===== config.mk =====
export PLATFORM = sky130hd
export DESIGN_NAME = three_axis_pid_filtered_derivative_unit
export DESIGN_NICKNAME = d
export VERILOG_FILES = /design/src/sv/tapdf_pkg.sv /design/src/sv/tapdf_cfg.sv /design/src/sv/tapdf_mac.sv /design/src/sv/tapdf_core.sv /design/src/sv/three_axis_pid_filtered_derivative_unit.sv
export SDC_FILE = /design/constraint.sdc
export NUM_CORES = 2
export LEC_CHECK = 0
export BUFFER_PORTS_ARGS = -buffer_cell sky130_fd_sc_hd__buf_4
export CAP_MARGIN = 5
export CORE_MARGIN = 1
export CORE_UTILIZATION = 56
export CTS_BUF_LIST = sky130_fd_sc_hd__clkbuf_2
export DETAILED_ROUTE_END_ITERATION = 10
export MAX_ROUTING_LAYER = met4
export PLACE_DENSITY = 0.72
export SYNTH_ARGS = -nofsm -noshare
export SYNTH_HDL_FRONTEND = slang
export SYNTH_SLANG_ARGS = --single-unit

===== constraint.sdc =====
create_clock -name i_clk -period 13.05 [get_ports i_clk]
set_clock_uncertainty 0.2 [all_clocks]
set_input_delay 2.61 -clock i_clk [delete_from_list [all_inputs] [get_ports i_clk]]
set_output_delay 2.61 -clock i_clk [all_outputs]
set_load 0.005 [all_outputs]

===== src/sv/tapdf_pkg.sv =====
// Shared types, constants and helpers for the three-axis PID unit.
// No dependencies; every other file imports this package.
`timescale 1ns / 1ps
`default_nettype none

package tapdf_pkg;

    localparam int AXES       = 3;
    localparam int AXIS_W     = 2;
    localparam int FX_W       = 32;
    localparam int FRAC_W     = 16;
    localparam int GAIN_W     = 31;
    localparam int SMOOTH_W   = 17;
    localparam int TS_W       = 16;
    localparam int CFG_IDX_W  = 3;
    localparam int CFG_DATA_W = 32;
    localparam int IN_W       = 2 * AXES * FX_W;
    localparam int OUT_W      = AXES * FX_W;

    // shared multiplier: signed 33-bit operand by unsigned 16-bit digit
    localparam int MA_W   = FX_W + 1;
    localparam int MB_W   = 16;
    localparam int PROD_W = MA_W + MB_W + 1;
    localparam int ACC_W  = 66;
    localparam int DSUM_W = 50;

    localparam logic [CFG_IDX_W-1:0] REG_P_GAIN   = 3'd0;
    localparam logic [CFG_IDX_W-1:0] REG_I_GAIN   = 3'd1;
    localparam logic [CFG_IDX_W-1:0] REG_I_LIMIT  = 3'd2;
    localparam logic [CFG_IDX_W-1:0] REG_D_GAIN   = 3'd3;
    localparam logic [CFG_IDX_W-1:0] REG_D_SMOOTH = 3'd4;
    localparam logic [CFG_IDX_W-1:0] REG_TS       = 3'd5;
    localparam logic [CFG_IDX_W-1:0] REG_TS_RECIP = 3'd6;

    localparam logic [GAIN_W-1:0]   RST_P_GAIN   = 31'd32768000;
    localparam logic [GAIN_W-1:0]   RST_I_GAIN   = 31'd0;
    localparam logic [GAIN_W-1:0]   RST_I_LIMIT  = 31'd0;
    localparam logic [GAIN_W-1:0]   RST_D_GAIN   = 31'd1310720;
    localparam logic [SMOOTH_W-1:0] RST_D_SMOOTH = 17'd65536;
    localparam logic [TS_W-1:0]     RST_TS       = 16'd1311;
    localparam logic [GAIN_W-1:0]   RST_TS_RECIP = 31'd3276800;

    localparam logic [SMOOTH_W-1:0] FX_ONE = 17'd65536;

    typedef logic signed [FX_W-1:0] t_fx;

    typedef struct packed {
        logic [GAIN_W-1:0]   p_gain;
        logic [GAIN_W-1:0]   i_gain;
        logic [GAIN_W-1:0]   i_limit;
        logic [GAIN_W-1:0]   d_gain;
        logic [SMOOTH_W-1:0] d_smooth;
        logic [TS_W-1:0]     time_step;
        logic [GAIN_W-1:0]   time_step_recip;
    } t_cfg;

    typedef struct packed {
        logic            en;
        logic            clr;
        logic            sh;
        logic [MA_W-1:0] a;
        logic [MB_W-1:0] b;
    } t_mac_op;

    // saturate a wide signed value to 32 bits
    function automatic t_fx sat32(input logic signed [ACC_W-1:0] x);
        t_fx res;
        if (&x[ACC_W-1:FX_W-1] || ~|x[ACC_W-1:FX_W-1]) begin
            res = x[FX_W-1:0];
        end else if (x[ACC_W-1]) begin
            res = {1'b1, {(FX_W-1){1'b0}}};
        end else begin
            res = {1'b0, {(FX_W-1){1'b1}}};
        end
        return res;
    endfunction

endpackage

`default_nettype wire


===== src/sv/tapdf_cfg.sv =====
// Configuration register file for the PID unit.
// Depends on tapdf_pkg for register indices, reset values and t_cfg.
`timescale 1ns / 1ps
`default_nettype none

module tapdf_cfg (
    input  wire logic                             i_clk,
    input  wire logic                             i_rst_n,
    input  wire logic                             i_cfg_valid,
    output logic                                  o_cfg_ready,
    input  wire logic [tapdf_pkg::CFG_IDX_W-1:0]  i_cfg_index,
    input  wire logic [tapdf_pkg::CFG_DATA_W-1:0] i_cfg_data,
    output tapdf_pkg::t_cfg                       o_cfg
);
    import tapdf_pkg::*;

    t_cfg r_cfg;

    assign o_cfg_ready = 1'b1;
    assign o_cfg       = r_cfg;

    always_ff @(posedge i_clk) begin
        if (!i_rst_n) begin
            r_cfg.p_gain          <= RST_P_GAIN;
            r_cfg.i_gain          <= RST_I_GAIN;
            r_cfg.i_limit         <= RST_I_LIMIT;
            r_cfg.d_gain          <= RST_D_GAIN;
            r_cfg.d_smooth        <= RST_D_SMOOTH;
            r_cfg.time_step       <= RST_TS;
            r_cfg.time_step_recip <= RST_TS_RECIP;
        end else if (i_cfg_valid) begin
            case (i_cfg_index)
                REG_P_GAIN:   r_cfg.p_gain          <= i_cfg_data[GAIN_W-1:0];
                REG_I_GAIN:   r_cfg.i_gain          <= i_cfg_data[GAIN_W-1:0];
                REG_I_LIMIT:  r_cfg.i_limit         <= i_cfg_data[GAIN_W-1:0];
                REG_D_GAIN:   r_cfg.d_gain          <= i_cfg_data[GAIN_W-1:0];
                REG_D_SMOOTH: r_cfg.d_smooth        <= i_cfg_data[SMOOTH_W-1:0];
                REG_TS:       r_cfg.time_step       <= i_cfg_data[TS_W-1:0];
                REG_TS_RECIP: r_cfg.time_step_recip <= i_cfg_data[GAIN_W-1:0];
                default: begin
                end
            endcase
        end
    end

endmodule

`default_nettype wire


===== src/sv/tapdf_mac.sv =====
// Shared multiply-accumulate unit: 33x16 signed-by-unsigned product,
// registered, then added (optionally << 16) into a 66-bit accumulator.
// Depends on tapdf_pkg for widths and t_mac_op.
`timescale 1ns / 1ps
`default_nettype none

module tapdf_mac (
    input  wire logic                        i_clk,
    input  wire logic                        i_rst_n,
    input  wire tapdf_pkg::t_mac_op          i_op,
    output logic signed [tapdf_pkg::ACC_W-1:0] o_acc
);
    import tapdf_pkg::*;

    logic signed [PROD_W-1:0] n_prod;
    logic signed [PROD_W-1:0] r_prod;
    logic                     r_en;
    logic                     r_clr;
    logic                     r_sh;
    logic signed [ACC_W-1:0]  r_acc;
    logic signed [ACC_W-1:0]  prod_ext;
    logic signed [ACC_W-1:0]  addend;

    assign n_prod   = $signed(i_op.a) * $signed({1'b0, i_op.b});
    assign prod_ext = {{(ACC_W-PROD_W){r_prod[PROD_W-1]}}, r_prod};
    assign addend   = r_sh ? (prod_ext <<< FRAC_W) : prod_ext;
    assign o_acc    = r_acc;

    always_ff @(posedge i_clk) begin
        if (!i_rst_n) begin
            r_en <= 1'b0;
        end else begin
            r_en <= i_op.en;
        end
    end

    always_ff @(posedge i_clk) begin
        r_prod <= n_prod;
        r_clr  <= i_op.clr;
        r_sh   <= i_op.sh;
        if (r_en) begin
            r_acc <= r_clr ? addend : r_acc + addend;
        end
    end

endmodule

`default_nettype wire


===== src/sv/tapdf_core.sv =====
// Per-axis PID sequencer: walks each axis through a fixed schedule of
// partial products on the shared MAC and keeps the per-axis state.
// Depends on tapdf_pkg and tapdf_mac.
`timescale 1ns / 1ps
`default_nettype none

module tapdf_core (
    input  wire logic                        i_clk,
    input  wire logic                        i_rst_n,
    input  wire tapdf_pkg::t_cfg             i_cfg,
    input  wire logic                        i_start,
    input  wire logic [tapdf_pkg::IN_W-1:0]  i_item,
    input  wire logic                        i_hold,
    output logic                             o_busy,
    output logic                             o_done,
    output logic [tapdf_pkg::OUT_W-1:0]      o_drive
);
    import tapdf_pkg::*;

    localparam logic [4:0] SP_ERR    = 5'd0;
    localparam logic [4:0] SP_MUL_TS = 5'd1;
    localparam logic [4:0] SP_MUL_R0 = 5'd2;
    localparam logic [4:0] SP_MUL_R1 = 5'd3;   // also sums the integral
    localparam logic [4:0] SP_CLAMP  = 5'd4;
    localparam logic [4:0] SP_RAW    = 5'd5;
    localparam logic [4:0] SP_MUL_S0 = 5'd6;
    localparam logic [4:0] SP_MUL_S1 = 5'd7;
    localparam logic [4:0] SP_MUL_V0 = 5'd8;
    localparam logic [4:0] SP_MUL_V1 = 5'd9;
    localparam logic [4:0] SP_MUL_P0 = 5'd10;
    localparam logic [4:0] SP_MUL_P1 = 5'd11;  // also takes the smoothed value
    localparam logic [4:0] SP_MUL_I0 = 5'd12;
    localparam logic [4:0] SP_MUL_I1 = 5'd13;  // also takes the P term
    localparam logic [4:0] SP_MUL_D0 = 5'd14;
    localparam logic [4:0] SP_MUL_D1 = 5'd15;  // also adds the I term
    localparam logic [4:0] SP_WAIT   = 5'd16;
    localparam logic [4:0] SP_DTERM  = 5'd17;
    localparam logic [4:0] SP_STORE  = 5'd18;
    localparam logic [4:0] SP_DONE   = 5'd19;

    localparam logic [AXIS_W-1:0] AX_LAST = AXIS_W'(AXES - 1);

    logic                     r_run;
    logic [4:0]               r_step;
    logic [AXIS_W-1:0]        r_axis;

    t_fx                      r_err;
    t_fx                      r_integ;
    t_fx                      r_raw;
    t_fx                      r_sm;
    logic signed [FX_W:0]     r_diff;
    logic signed [FX_W+1:0]   r_isum;
    logic signed [DSUM_W-1:0] r_dsum;

    t_fx                      r_integ_st [AXES];
    t_fx                      r_last     [AXES];
    t_fx                      r_smd      [AXES];
    t_fx                      r_drive    [AXES];

    t_mac_op                  mac_op;
    logic signed [ACC_W-1:0]  acc;
    logic signed [ACC_W-1:0]  acc_sh;
    t_fx                      cur;
    t_fx                      goal;
    logic signed [FX_W:0]     gdiff;
    logic [SMOOTH_W-1:0]      w;
    logic [SMOOTH_W-1:0]      v;
    logic signed [FX_W+1:0]   lim_pos;
    logic signed [FX_W+1:0]   lim_neg;
    t_fx                      smd_cur;

    tapdf_mac u_mac (
        .i_clk   (i_clk),
        .i_rst_n (i_rst_n),
        .i_op    (mac_op),
        .o_acc   (acc)
    );

    assign cur     = i_item[r_axis * FX_W +: FX_W];
    assign goal    = i_item[(AXES + r_axis) * FX_W +: FX_W];
    assign gdiff   = {goal[FX_W-1], goal} - {cur[FX_W-1], cur};
    assign acc_sh  = acc >>> FRAC_W;
    assign w       = (i_cfg.d_smooth > FX_ONE) ? FX_ONE : i_cfg.d_smooth;
    assign v       = FX_ONE - w;
    assign lim_pos = {3'b000, i_cfg.i_limit};
    assign lim_neg = -lim_pos;
    assign smd_cur = r_smd[r_axis];

    assign o_busy = r_run;
    assign o_done = r_run && (r_step == SP_DONE) && !i_hold;

    always_comb begin
        for (int a = 0; a < AXES; a++) begin
            o_drive[a * FX_W +: FX_W] = r_drive[a];
        end
    end

    // operand selection for the shared MAC
    always_comb begin
        mac_op    = '0;
        mac_op.en = r_run;
        case (r_step)
            SP_MUL_TS: begin
                mac_op.clr = 1'b1;
                mac_op.a   = {r_err[FX_W-1], r_err};
                mac_op.b   = i_cfg.time_step;
            end
            SP_MUL_R0: begin
                mac_op.clr = 1'b1;
                mac_op.a   = r_diff;
                mac_op.b   = i_cfg.time_step_recip[MB_W-1:0];
            end
            SP_MUL_R1: begin
                mac_op.sh = 1'b1;
                mac_op.a  = r_diff;
                mac_op.b  = {1'b0, i_cfg.time_step_recip[GAIN_W-1:MB_W]};
            end
            SP_MUL_S0: begin
                mac_op.clr = 1'b1;
                mac_op.a   = {smd_cur[FX_W-1], smd_cur};
                mac_op.b   = w[MB_W-1:0];
            end
            SP_MUL_S1: begin
                mac_op.sh = 1'b1;
                mac_op.a  = {smd_cur[FX_W-1], smd_cur};
                mac_op.b  = {{(MB_W-1){1'b0}}, w[SMOOTH_W-1]};
            end
            SP_MUL_V0: begin
                mac_op.a = {r_raw[FX_W-1], r_raw};
                mac_op.b = v[MB_W-1:0];
            end
            SP_MUL_V1: begin
                mac_op.sh = 1'b1;
                mac_op.a  = {r_raw[FX_W-1], r_raw};
                mac_op.b  = {{(MB_W-1){1'b0}}, v[SMOOTH_W-1]};
            end
            SP_MUL_P0: begin
                mac_op.clr = 1'b1;
                mac_op.a   = {r_err[FX_W-1], r_err};
                mac_op.b   = i_cfg.p_gain[MB_W-1:0];
            end
            SP_MUL_P1: begin
                mac_op.sh = 1'b1;
                mac_op.a  = {r_err[FX_W-1], r_err};
                mac_op.b  = {1'b0, i_cfg.p_gain[GAIN_W-1:MB_W]};
            end
            SP_MUL_I0: begin
                mac_op.clr = 1'b1;
                mac_op.a   = {r_integ[FX_W-1], r_integ};
                mac_op.b   = i_cfg.i_gain[MB_W-1:0];
            end
            SP_MUL_I1: begin
                mac_op.sh = 1'b1;
                mac_op.a  = {r_integ[FX_W-1], r_integ};
                mac_op.b  = {1'b0, i_cfg.i_gain[GAIN_W-1:MB_W]};
            end
            SP_MUL_D0: begin
                mac_op.clr = 1'b1;
                mac_op.a   = {r_sm[FX_W-1], r_sm};
                mac_op.b   = i_cfg.d_gain[MB_W-1:0];
            end
            SP_MUL_D1: begin
                mac_op.sh = 1'b1;
                mac_op.a  = {r_sm[FX_W-1], r_sm};
                mac_op.b  = {1'b0, i_cfg.d_gain[GAIN_W-1:MB_W]};
            end
            default: begin
                mac_op.en = 1'b0;
            end
        endcase
    end

    // sequencer
    always_ff @(posedge i_clk) begin
        if (!i_rst_n) begin
            r_run  <= 1'b0;
            r_step <= SP_ERR;
            r_axis <= '0;
        end else if (!r_run) begin
            if (i_start) begin
                r_run  <= 1'b1;
                r_step <= SP_ERR;
                r_axis <= '0;
            end
        end else begin
            case (r_step)
                SP_STORE: begin
                    if (r_axis == AX_LAST) begin
                        r_step <= SP_DONE;
                    end else begin
                        r_axis <= r_axis + 1'b1;
                        r_step <= SP_ERR;
                    end
                end
                SP_DONE: begin
                    if (!i_hold) begin
                        r_run <= 1'b0;
                    end
                end
                default: begin
                    r_step <= r_step + 1'b1;
                end
            endcase
        end
    end

    // per-axis state, cleared by reset
    always_ff @(posedge i_clk) begin
        if (!i_rst_n) begin
            for (int a = 0; a < AXES; a++) begin
                r_integ_st[a] <= '0;
                r_last[a]     <= '0;
                r_smd[a]      <= '0;
            end
        end else if (r_run && r_step == SP_STORE) begin
            r_integ_st[r_axis] <= r_integ;
            r_last[r_axis]     <= r_err;
            r_smd[r_axis]      <= r_sm;
        end
    end

    // working registers
    always_ff @(posedge i_clk) begin
        if (r_run) begin
            case (r_step)
                SP_ERR: begin
                    r_err <= sat32({{(ACC_W-FX_W-1){gdiff[FX_W]}}, gdiff});
                end
                SP_MUL_TS: begin
                    r_diff <= {r_err[FX_W-1], r_err} - {r_last[r_axis][FX_W-1], r_last[r_axis]};
                end
                SP_MUL_R1: begin
                    r_isum <= {{2{r_integ_st[r_axis][FX_W-1]}}, r_integ_st[r_axis]}
                            + acc_sh[FX_W+1:0];
                end
                SP_CLAMP: begin
                    if (r_isum > lim_pos) begin
                        r_integ <= lim_pos[FX_W-1:0];
                    end else if (r_isum < lim_neg) begin
                        r_integ <= lim_neg[FX_W-1:0];
                    end else begin
                        r_integ <= r_isum[FX_W-1:0];
                    end
                end
                SP_RAW: begin
                    r_raw <= sat32(acc_sh);
                end
                SP_MUL_P1: begin
                    // weighted mean of two 32-bit values stays in range
                    r_sm <= acc_sh[FX_W-1:0];
                end
                SP_MUL_I1: begin
                    r_dsum <= acc_sh[DSUM_W-1:0];
                end
                SP_MUL_D1, SP_DTERM: begin
                    r_dsum <= r_dsum + acc_sh[DSUM_W-1:0];
                end
                SP_STORE: begin
                    r_drive[r_axis] <= sat32({{(ACC_W-DSUM_W){r_dsum[DSUM_W-1]}}, r_dsum});
                end
                default: begin
                end
            endcase
        end
    end

endmodule

`default_nettype wire


===== src/sv/three_axis_pid_filtered_derivative_unit.sv =====
// s_axis_tready is low while the core is busy, so a new item is taken only
// once the last is done; each axis runs 19 sequencer steps, 13 of them
// partial products on the single shared 33x16 multiplier.
// The output register lets the next beat in while a result waits.
// Reset: synchronous, active low; config returns to defaults, all per-axis
// integral, last error and smoothed derivative state is cleared to zero.
`timescale 1ns / 1ps
`default_nettype none

module three_axis_pid_filtered_derivative_unit (
    input  wire logic                             i_clk,
    input  wire logic                             i_rst_n,
    input  wire logic                             s_axis_tvalid,
    output logic                                  s_axis_tready,
    // cur_x, cur_y, cur_z, goal_x, goal_y, goal_z (32 bits each, lowest first)
    input  wire logic [tapdf_pkg::IN_W-1:0]       s_axis_tdata,
    output logic                                  m_axis_tvalid,
    input  wire logic                             m_axis_tready,
    // drive_x, drive_y, drive_z (32 bits each, lowest first)
    output logic [tapdf_pkg::OUT_W-1:0]           m_axis_tdata,
    input  wire logic                             i_cfg_valid,
    output logic                                  o_cfg_ready,
    input  wire logic [tapdf_pkg::CFG_IDX_W-1:0]  i_cfg_index,
    input  wire logic [tapdf_pkg::CFG_DATA_W-1:0] i_cfg_data
);
    import tapdf_pkg::*;

    t_cfg             cfg;
    logic [IN_W-1:0]  r_item;
    logic [OUT_W-1:0] r_out;
    logic             r_out_valid;
    logic             core_busy;
    logic             core_done;
    logic             hold;
    logic             in_beat;
    logic [OUT_W-1:0] drive;

    assign s_axis_tready = !core_busy;
    assign in_beat       = s_axis_tvalid && !core_busy;
    assign hold          = r_out_valid && !m_axis_tready;
    assign m_axis_tvalid = r_out_valid;
    assign m_axis_tdata  = r_out;

    tapdf_cfg u_cfg (
        .i_clk       (i_clk),
        .i_rst_n     (i_rst_n),
        .i_cfg_valid (i_cfg_valid),
        .o_cfg_ready (o_cfg_ready),
        .i_cfg_index (i_cfg_index),
        .i_cfg_data  (i_cfg_data),
        .o_cfg       (cfg)
    );

    tapdf_core u_core (
        .i_clk   (i_clk),
        .i_rst_n (i_rst_n),
        .i_cfg   (cfg),
        .i_start (in_beat),
        .i_item  (r_item),
        .i_hold  (hold),
        .o_busy  (core_busy),
        .o_done  (core_done),
        .o_drive (drive)
    );

    always_ff @(posedge i_clk) begin
        if (!i_rst_n) begin
            r_out_valid <= 1'b0;
        end else if (core_done) begin
            r_out_valid <= 1'b1;
        end else if (m_axis_tready) begin
            r_out_valid <= 1'b0;
        end
    end

    always_ff @(posedge i_clk) begin
        if (in_beat) begin
            r_item <= s_axis_tdata;
        end
        if (core_done) begin
            r_out <= drive;
        end
    end

endmodule

`default_nettype wire

# == After elaboration in Yosys (flattened, before gate mapping) ==
# Memories as Yosys holds them, arrays and structs flattened. A register that Yosys moved wholly into a read port is not among the register bits.
# Index checks and enable logic that the tools add are counted.
# classes
add_sub_neg,10
multipliers,1
n_lt_le_gt_ge,3
eq_ne,28
shift,2
muxes,53
reduce_logical,49
# ops
cell,n
$pmux 49 s13,1
$mux 32,12
$shiftx 192x8->32,1
$shiftx 192x9->32,1
$pmux 50 s2,1
$reduce_or 32->1,3
$add 66x66->66,1
$mux 66,1
$sub 32x32->33,2
$mux 65,1
$add 50x50->50,1
$mul 33x17->50,1
$eq 5x4->1 const B,8
$reduce_and 19->1,2
$reduce_or 19->1,2
$add 34x34->34,1
$gt 34x32->1,1
$lt 34x34->1,1
$neg 31->34,1
$reduce_and 2->1,17
$mux 31,1
$mux 2,13
$eq 5x3->1 const B,4
$mux 1,18
26 further kinds,51
# word_totals
ff_bits,753
ram_bits,384
inputBits,232
out_inout_bits,99
elab_cells,175
n_memories,4
# mem_list
memory,words,width,read_ports,rd_ports_with_merged_regs,write_ports,line_no,source
u_core.r_drive,3,32,3,3,1,tapdf_core.sv:58,t_fx r_drive [AXES];
u_core.r_integ_st,3,32,1,1,3,tapdf_core.sv:55,t_fx r_integ_st [AXES];
u_core.r_last,3,32,1,1,3,tapdf_core.sv:56,t_fx r_last [AXES];
u_core.r_smd,3,32,1,1,3,tapdf_core.sv:57,t_fx r_smd [AXES];

# == Depth between registers and ports, before layout ==
# depth
depth_word,7
ltp_mapped,40

# == Modules after synthesis ==
# A second synthesis with hierarchy kept.
# unflattened
hier_cells,7587
hier_area_um2,84609.9
# by_module_without_submodules
module,n_inst,cells_per_inst,area_each_um2,seq_area_each_um2
tapdf_core,1,3636,42535.8,21971.1
tapdf_mac,1,2984,26399.1,3042.9
three_axis_pid_filtered_derivative_unit,1,293,8699.6,8668.3
tapdf_cfg,1,674,6975.4,3763.6

# == Worst setup path before layout ==
# Ideal clock, no wire load.
# synth_path
path_type,in2reg
from,in i_rst_n
to,"mem u_core.r_integ_st[3][0] (netlist bit), enable pin"
setup_time_ns,0.668
t_arrival_ns,9.374
required_ns,12.182
slack_ns,2.808
path_stages,3
n_path_buf,1
path_cell_list,clkbuf_1 -> nand2_1 -> nor3_1
# synth_rtl
item,line_no,source
from (decl),three_axis_pid_filtered_derivative_unit.sv:12,"input wire logic i_rst_n,"
to (decl),tapdf_core.sv:55,

# == Worst setup path after layout ==
# layout_path
from,reg u_core.r_step[2]
to,reg u_core.u_mac.r_prod[42]
# layout_via
elab_chain_len,3
# layout_rtl
item,line_no,source
from (decl),tapdf_core.sv:44,logic [4:0] r_step;
from (signal assigned),tapdf_core.sv:201,r_step <= r_step + 1'b1;
$eq 5x4->1 (tied with other cells),tapdf_core.sv:102,case (r_step)
$pmux 49 s13 *,tapdf_core.sv:102,
$mul 33x17->50 *,tapdf_mac.sv:24,"assign n_prod = $signed(i_op.a) * $signed({1'b0, i_op.b});"
via u_core.u_mac.n_prod[42],tapdf_mac.sv:15,logic signed [PROD_W-1:0] n_prod;
to (signal assigned),tapdf_mac.sv:38,r_prod <= n_prod;
to (decl),tapdf_mac.sv:16,logic signed [PROD_W-1:0] r_prod;
# Mark *: on every way through the listed nets, which the timed path passes. The rest lies on a longest branch.
# A chain may end at the register's enable or synchronous reset.

==> summary.md <==
| Metric | Value |
|---|---|
| Headroom to the max-slew limit | 0.138 |
| Most prevalent standard cell on the critical path | sky130_fd_sc_hd__fa_1 |
| Number of iterations in the first detailed-routing pass | 10 |
| Capture instance of the worst register-to-register path | u_core.u_mac.r_prod[42]$_DFF_P_ |
| Cell type of the slowest stage on the worst timing path | sky130_fd_sc_hd__a211oi_1 |
| Gate power share | 0.163 |
| Reported leakage power | 38.9 nW |
| Logic depth of the worst register-to-register path | 28 |
| Antenna violations before repair | 9 |
| Net switching power of the design | 2.77 mW |
| Most numerous cell in the Yosys netlist | sky130_fd_sc_hd__nand2_1 |
| H-tree depth | 5 |
| Standard-cell rows | 141 |
| Leading cell types by total area after synthesis | sky130_fd_sc_hd__edfxtp_1, sky130_fd_sc_hd__fa_1, sky130_fd_sc_hd__ha_1 |
| Net Sw Frac | 0.300 |
| Wire length of the first global-routing pass | approximately 360,000 um |
| Clock transition time at the flip-flop clock pins of the worst setup and hold paths | 0.10 ns |
| Top cell type's share of synthesized area | 0.386 |
| Floorplan Core Area | 0.148 sq mm |
| Die W | 389 um |
| Die footprint | 0.152 sq mm |
| Startpoint-to-endpoint class of the critical path | reg -> reg |
| Number of synthesis warnings | 0 |
| GRT Total Usage | 0.321 |
| Post-Synthesis Net Count | 8,831 |
| Transition time at the pin with the least slew margin | between 1 and 1.5 ns |
| WL per Instance | 22.8 um |
| Clock latency of the later-clocked register in the worst-skew pair | 1.90 ns |
| Count of clock tree sinks | 1,331 |
| Clock tree from TritonCTS | built |
| Start point of the worst hold path | u_core.r_drive[0][4]$_DFFE_PP_ |
| RSZ-0062 raised after global routing | false |
| Buffer levels on the longest clock path | 4 |
| Sort of element at the start of the critical path | register |
| Synthesized area per cell | about 11 sq um |
| Worst Setup End Kind | register |
| Synthesized flop and latch total | 1,331 |
| Vias in the first global route | between 60,000 and 70,000 |
| Count of flip-flops with a built-in enable after synthesis | around 1,100 |
| Share of cells above drive strength 1 | 0.147 |
| Area grow syn2layout | 9.05% |
| Type of the worst min-delay path | reg -> reg |
| Overall routed net length | 235,000 um |
| Proportion of synthesized chip area in sequential cells | 0.446 |
| Number of nets with antenna violations after routing | 0 |
| Total power consumption of the routed design | between 9 and 10 mW |
| CTS root buffer | sky130_fd_sc_hd__clkbuf_2 |
| IO buf count | 328 |
| Number of buffers added to fix hold violations after cts | 0 |
| Area after detailed placement | approximately 0.088 sq mm |
| Run status | complete, no violations |
| Boundary pin count | 331 |
| Starting density of the core | 0.566 |
| Arrival time of the worst setup path | about 12 ns |
| Initial DRC count | 6,802 |
| Post-CTS Setup Bufs | 0 |
| Yosys cell types | 93 |
| Largest net degree at the start of global routing | 132 |
| Post-route cell area | ~0.092 sq mm |
| Inserted Clock Buffers | ~350 |
| Number of endpoints failing setup at the final stage | 0 |
| Data required, critical path | 14.33 ns |
| Instance count of the mapped netlist | 7,686 |
| DRC | 0 |
| Sum of negative setup slack | 0 ns |
| Final worst-path cycle share | 0.833 |
| Hold EP | m_axis_tdata[4]$_DFFE_PP_ |
| Clock share of power | 0.311 |
| Delay of the slowest critical-path stage | 1.13 ns |
| Peak clock frequency supported by timing | 92.0 MHz |
| Worst hold slack | around 0.12 ns |
| Summed instance area of the synthesized netlist | 0.0840 sq mm |
| Flop pwr share | 0.527 |
| Setup slack on the worst flop-to-flop path | 2.18 ns |
| Via count | 61,700 |
| Most used standard cells in the synthesized netlist | sky130_fd_sc_hd__nand2_1, sky130_fd_sc_hd__edfxtp_1, sky130_fd_sc_hd__inv_1, sky130_fd_sc_hd__fa_1, sky130_fd_sc_hd__ha_1 |
| Cell type with the highest aggregate area in the netlist | sky130_fd_sc_hd__edfxtp_1 |
| Power density over the cells | a little over 100 mW/mm^2 |
| Top_reg_cell synth | sky130_fd_sc_hd__edfxtp_1 |
| Post-cts repair resize count | 0 |
| DIE HEIGHT | 389 um |
| FFs w/ async S/R, synth | 0 |
| Detail Placement HPWL | 168,000 um |
| Worst Hold Depth | 0 |
| Biggest fanout along the worst timing path | slightly above 50 |
| Vias per cell | 5.97 |
| Final Wtd Congestion | ~0.98 |
| Final Hold Violating Endpoints | 0 |
| Internal Pwr Total | 6.47 mW |
| Beginning of the worst register-to-register path | u_core.r_step[2]$_SDFFE_PN0P_ |
| Post-layout minimum cycle time | 10.87 ns |
| Max-slew violation total from the final report | 0 |
| Reported max-cap violation count | 0 |
| Global route total overflow | 0 |
| Largest vdd supply drop | 0.0884 mV |
| Total Nets Final | 9,218 |
==> registers in the layout (all words and copies together) (netlist names), 5 cells and up, named ones only <==
name,flops
u_core.r_step,5
u_core.r_integ_st,128
u_cfg.o_cfg,188
u_core.r_isum,34
u_core.r_sm,32
u_core.r_integ,32
u_core.r_drive,96
u_core.u_mac.r_prod,50
u_core.r_smd,128
m_axis_tdata,96
u_core.u_mac.o_acc,66
u_core.r_err,32
u_core.r_raw,32
u_core.r_diff,33
r_item,192
u_core.r_last,128
u_core.r_dsum,50
==> stage by stage <==
| stage | setup WS, ns | util | instances |
|---|---|---|---|
| 6_report | 2.18 | 0.617 | 10300 |
| 3_3_place_gp | 2.60 | 0.596 | 9720 |
| 2_1_floorplan | 2.81 | - | 7686 |
| 4_1_cts | 2.38 | 0.617 | 10300 |
| 5_1_grt | 1.71 | 0.617 | 10300 |
| 3_5_place_dp | 2.51 | 0.596 | 9720 |
==> cell usage in the layout, fill, tap and decap left out, types with 323 or more instances in the layout <==
cell type                  count
sky130_fd_sc_hd__nand2_1    1115
sky130_fd_sc_hd__o21ai_0     323
sky130_fd_sc_hd__edfxtp_1   1079
sky130_fd_sc_hd__ha_1        405
sky130_fd_sc_hd__and3_1      325
sky130_fd_sc_hd__inv_1       766
sky130_fd_sc_hd__buf_4       429
sky130_fd_sc_hd__fa_1        508
sky130_fd_sc_hd__nor2_1      363
sky130_fd_sc_hd__clkbuf_2    491
==> cell families (layout without fill, tap and decap cells) <==
group	after synthesis	in the layout	share of synthesized area
flops	1331	1331	0.446
simple gates	2329	2329	0.129
other cells	1	16	0.0000446
buf+inv	1165	1793	0.0528
compound gates	1433	1433	0.114
fa+ha+maj	919	919	0.182
mux	251	251	0.0499
xor+xnor	257	257	0.0268
==> power groups by stage <==
stage	logic, mW	registers, mW	clock network (mW)
2_1_floorplan	1.04	4.89	0
5_1_grt	1.64	4.87	3.15
3_5_place_dp	1.47	4.96	0
6_report	1.50	4.86	2.87
3_3_place_gp	1.45	4.95	0
4_1_cts	1.48	4.86	2.94
==> final cells by class <==
class                           instances  area, sq um
Antenna cell                           15         37.5
Clock buffer                          491         2460
Clock inverter                        104          604
Fill cell                           11900        56800
Inverter                              767         2880
Multi-Input combinational cell       5190        42400
Sequential cell                      1331        37500
Tap cell                             2002         2500
Timing Repair Buffer                  431         3250
==> critical path, delay by kind of cell, from the launching register on <==
family	cells	cell delay (ns)
buffers and inverters	6	0.80
xor gates and xnor gates	1	0.14
and+or+nand+nor	5	1.44
adders and majority gates	7	3.38
DFF	1	0.80
AOI/OAI and AO/OA	9	3.87
==> per-layer routing <==
| layer | up-vias | global-route usage | wire length, um |
|---|---|---|---|
| met5 | - | - | 0 |
| met4 | 0 | 0.124 | 8710 |
| met3 | 512 | 0.0743 | 25900 |
| met2 | 3241 | 0.485 | 106000 |
| met1 | 30000 | 0.421 | 94600 |
| li1 | 27900 | - | - |
==> how the worst max path moves through the flow <==
stage	from	to	slack, ns	depth (start not counted)
after floorplan	i_rst_n	u_core.r_integ_st[3][0]$_DFFE_PP_	2.81	3
after global placement	u_cfg.o_cfg[49]$_SDFFE_PN0P_	u_core.u_mac.r_prod[49]$_DFF_P_	2.60	34
after detailed placement	u_cfg.o_cfg[49]$_SDFFE_PN0P_	u_core.u_mac.r_prod[49]$_DFF_P_	2.51	34
after CTS	u_cfg.o_cfg[50]$_SDFFE_PN0P_	u_core.u_mac.r_prod[49]$_DFF_P_	2.38	34
after global routing	u_cfg.o_cfg[50]$_SDFFE_PN0P_	u_core.u_mac.r_prod[49]$_DFF_P_	1.71	34
final	u_core.r_step[2]$_SDFFE_PN0P_	u_core.u_mac.r_prod[42]$_DFF_P_	2.18	28
Note: power is estimated with default switching activity, not from simulation.
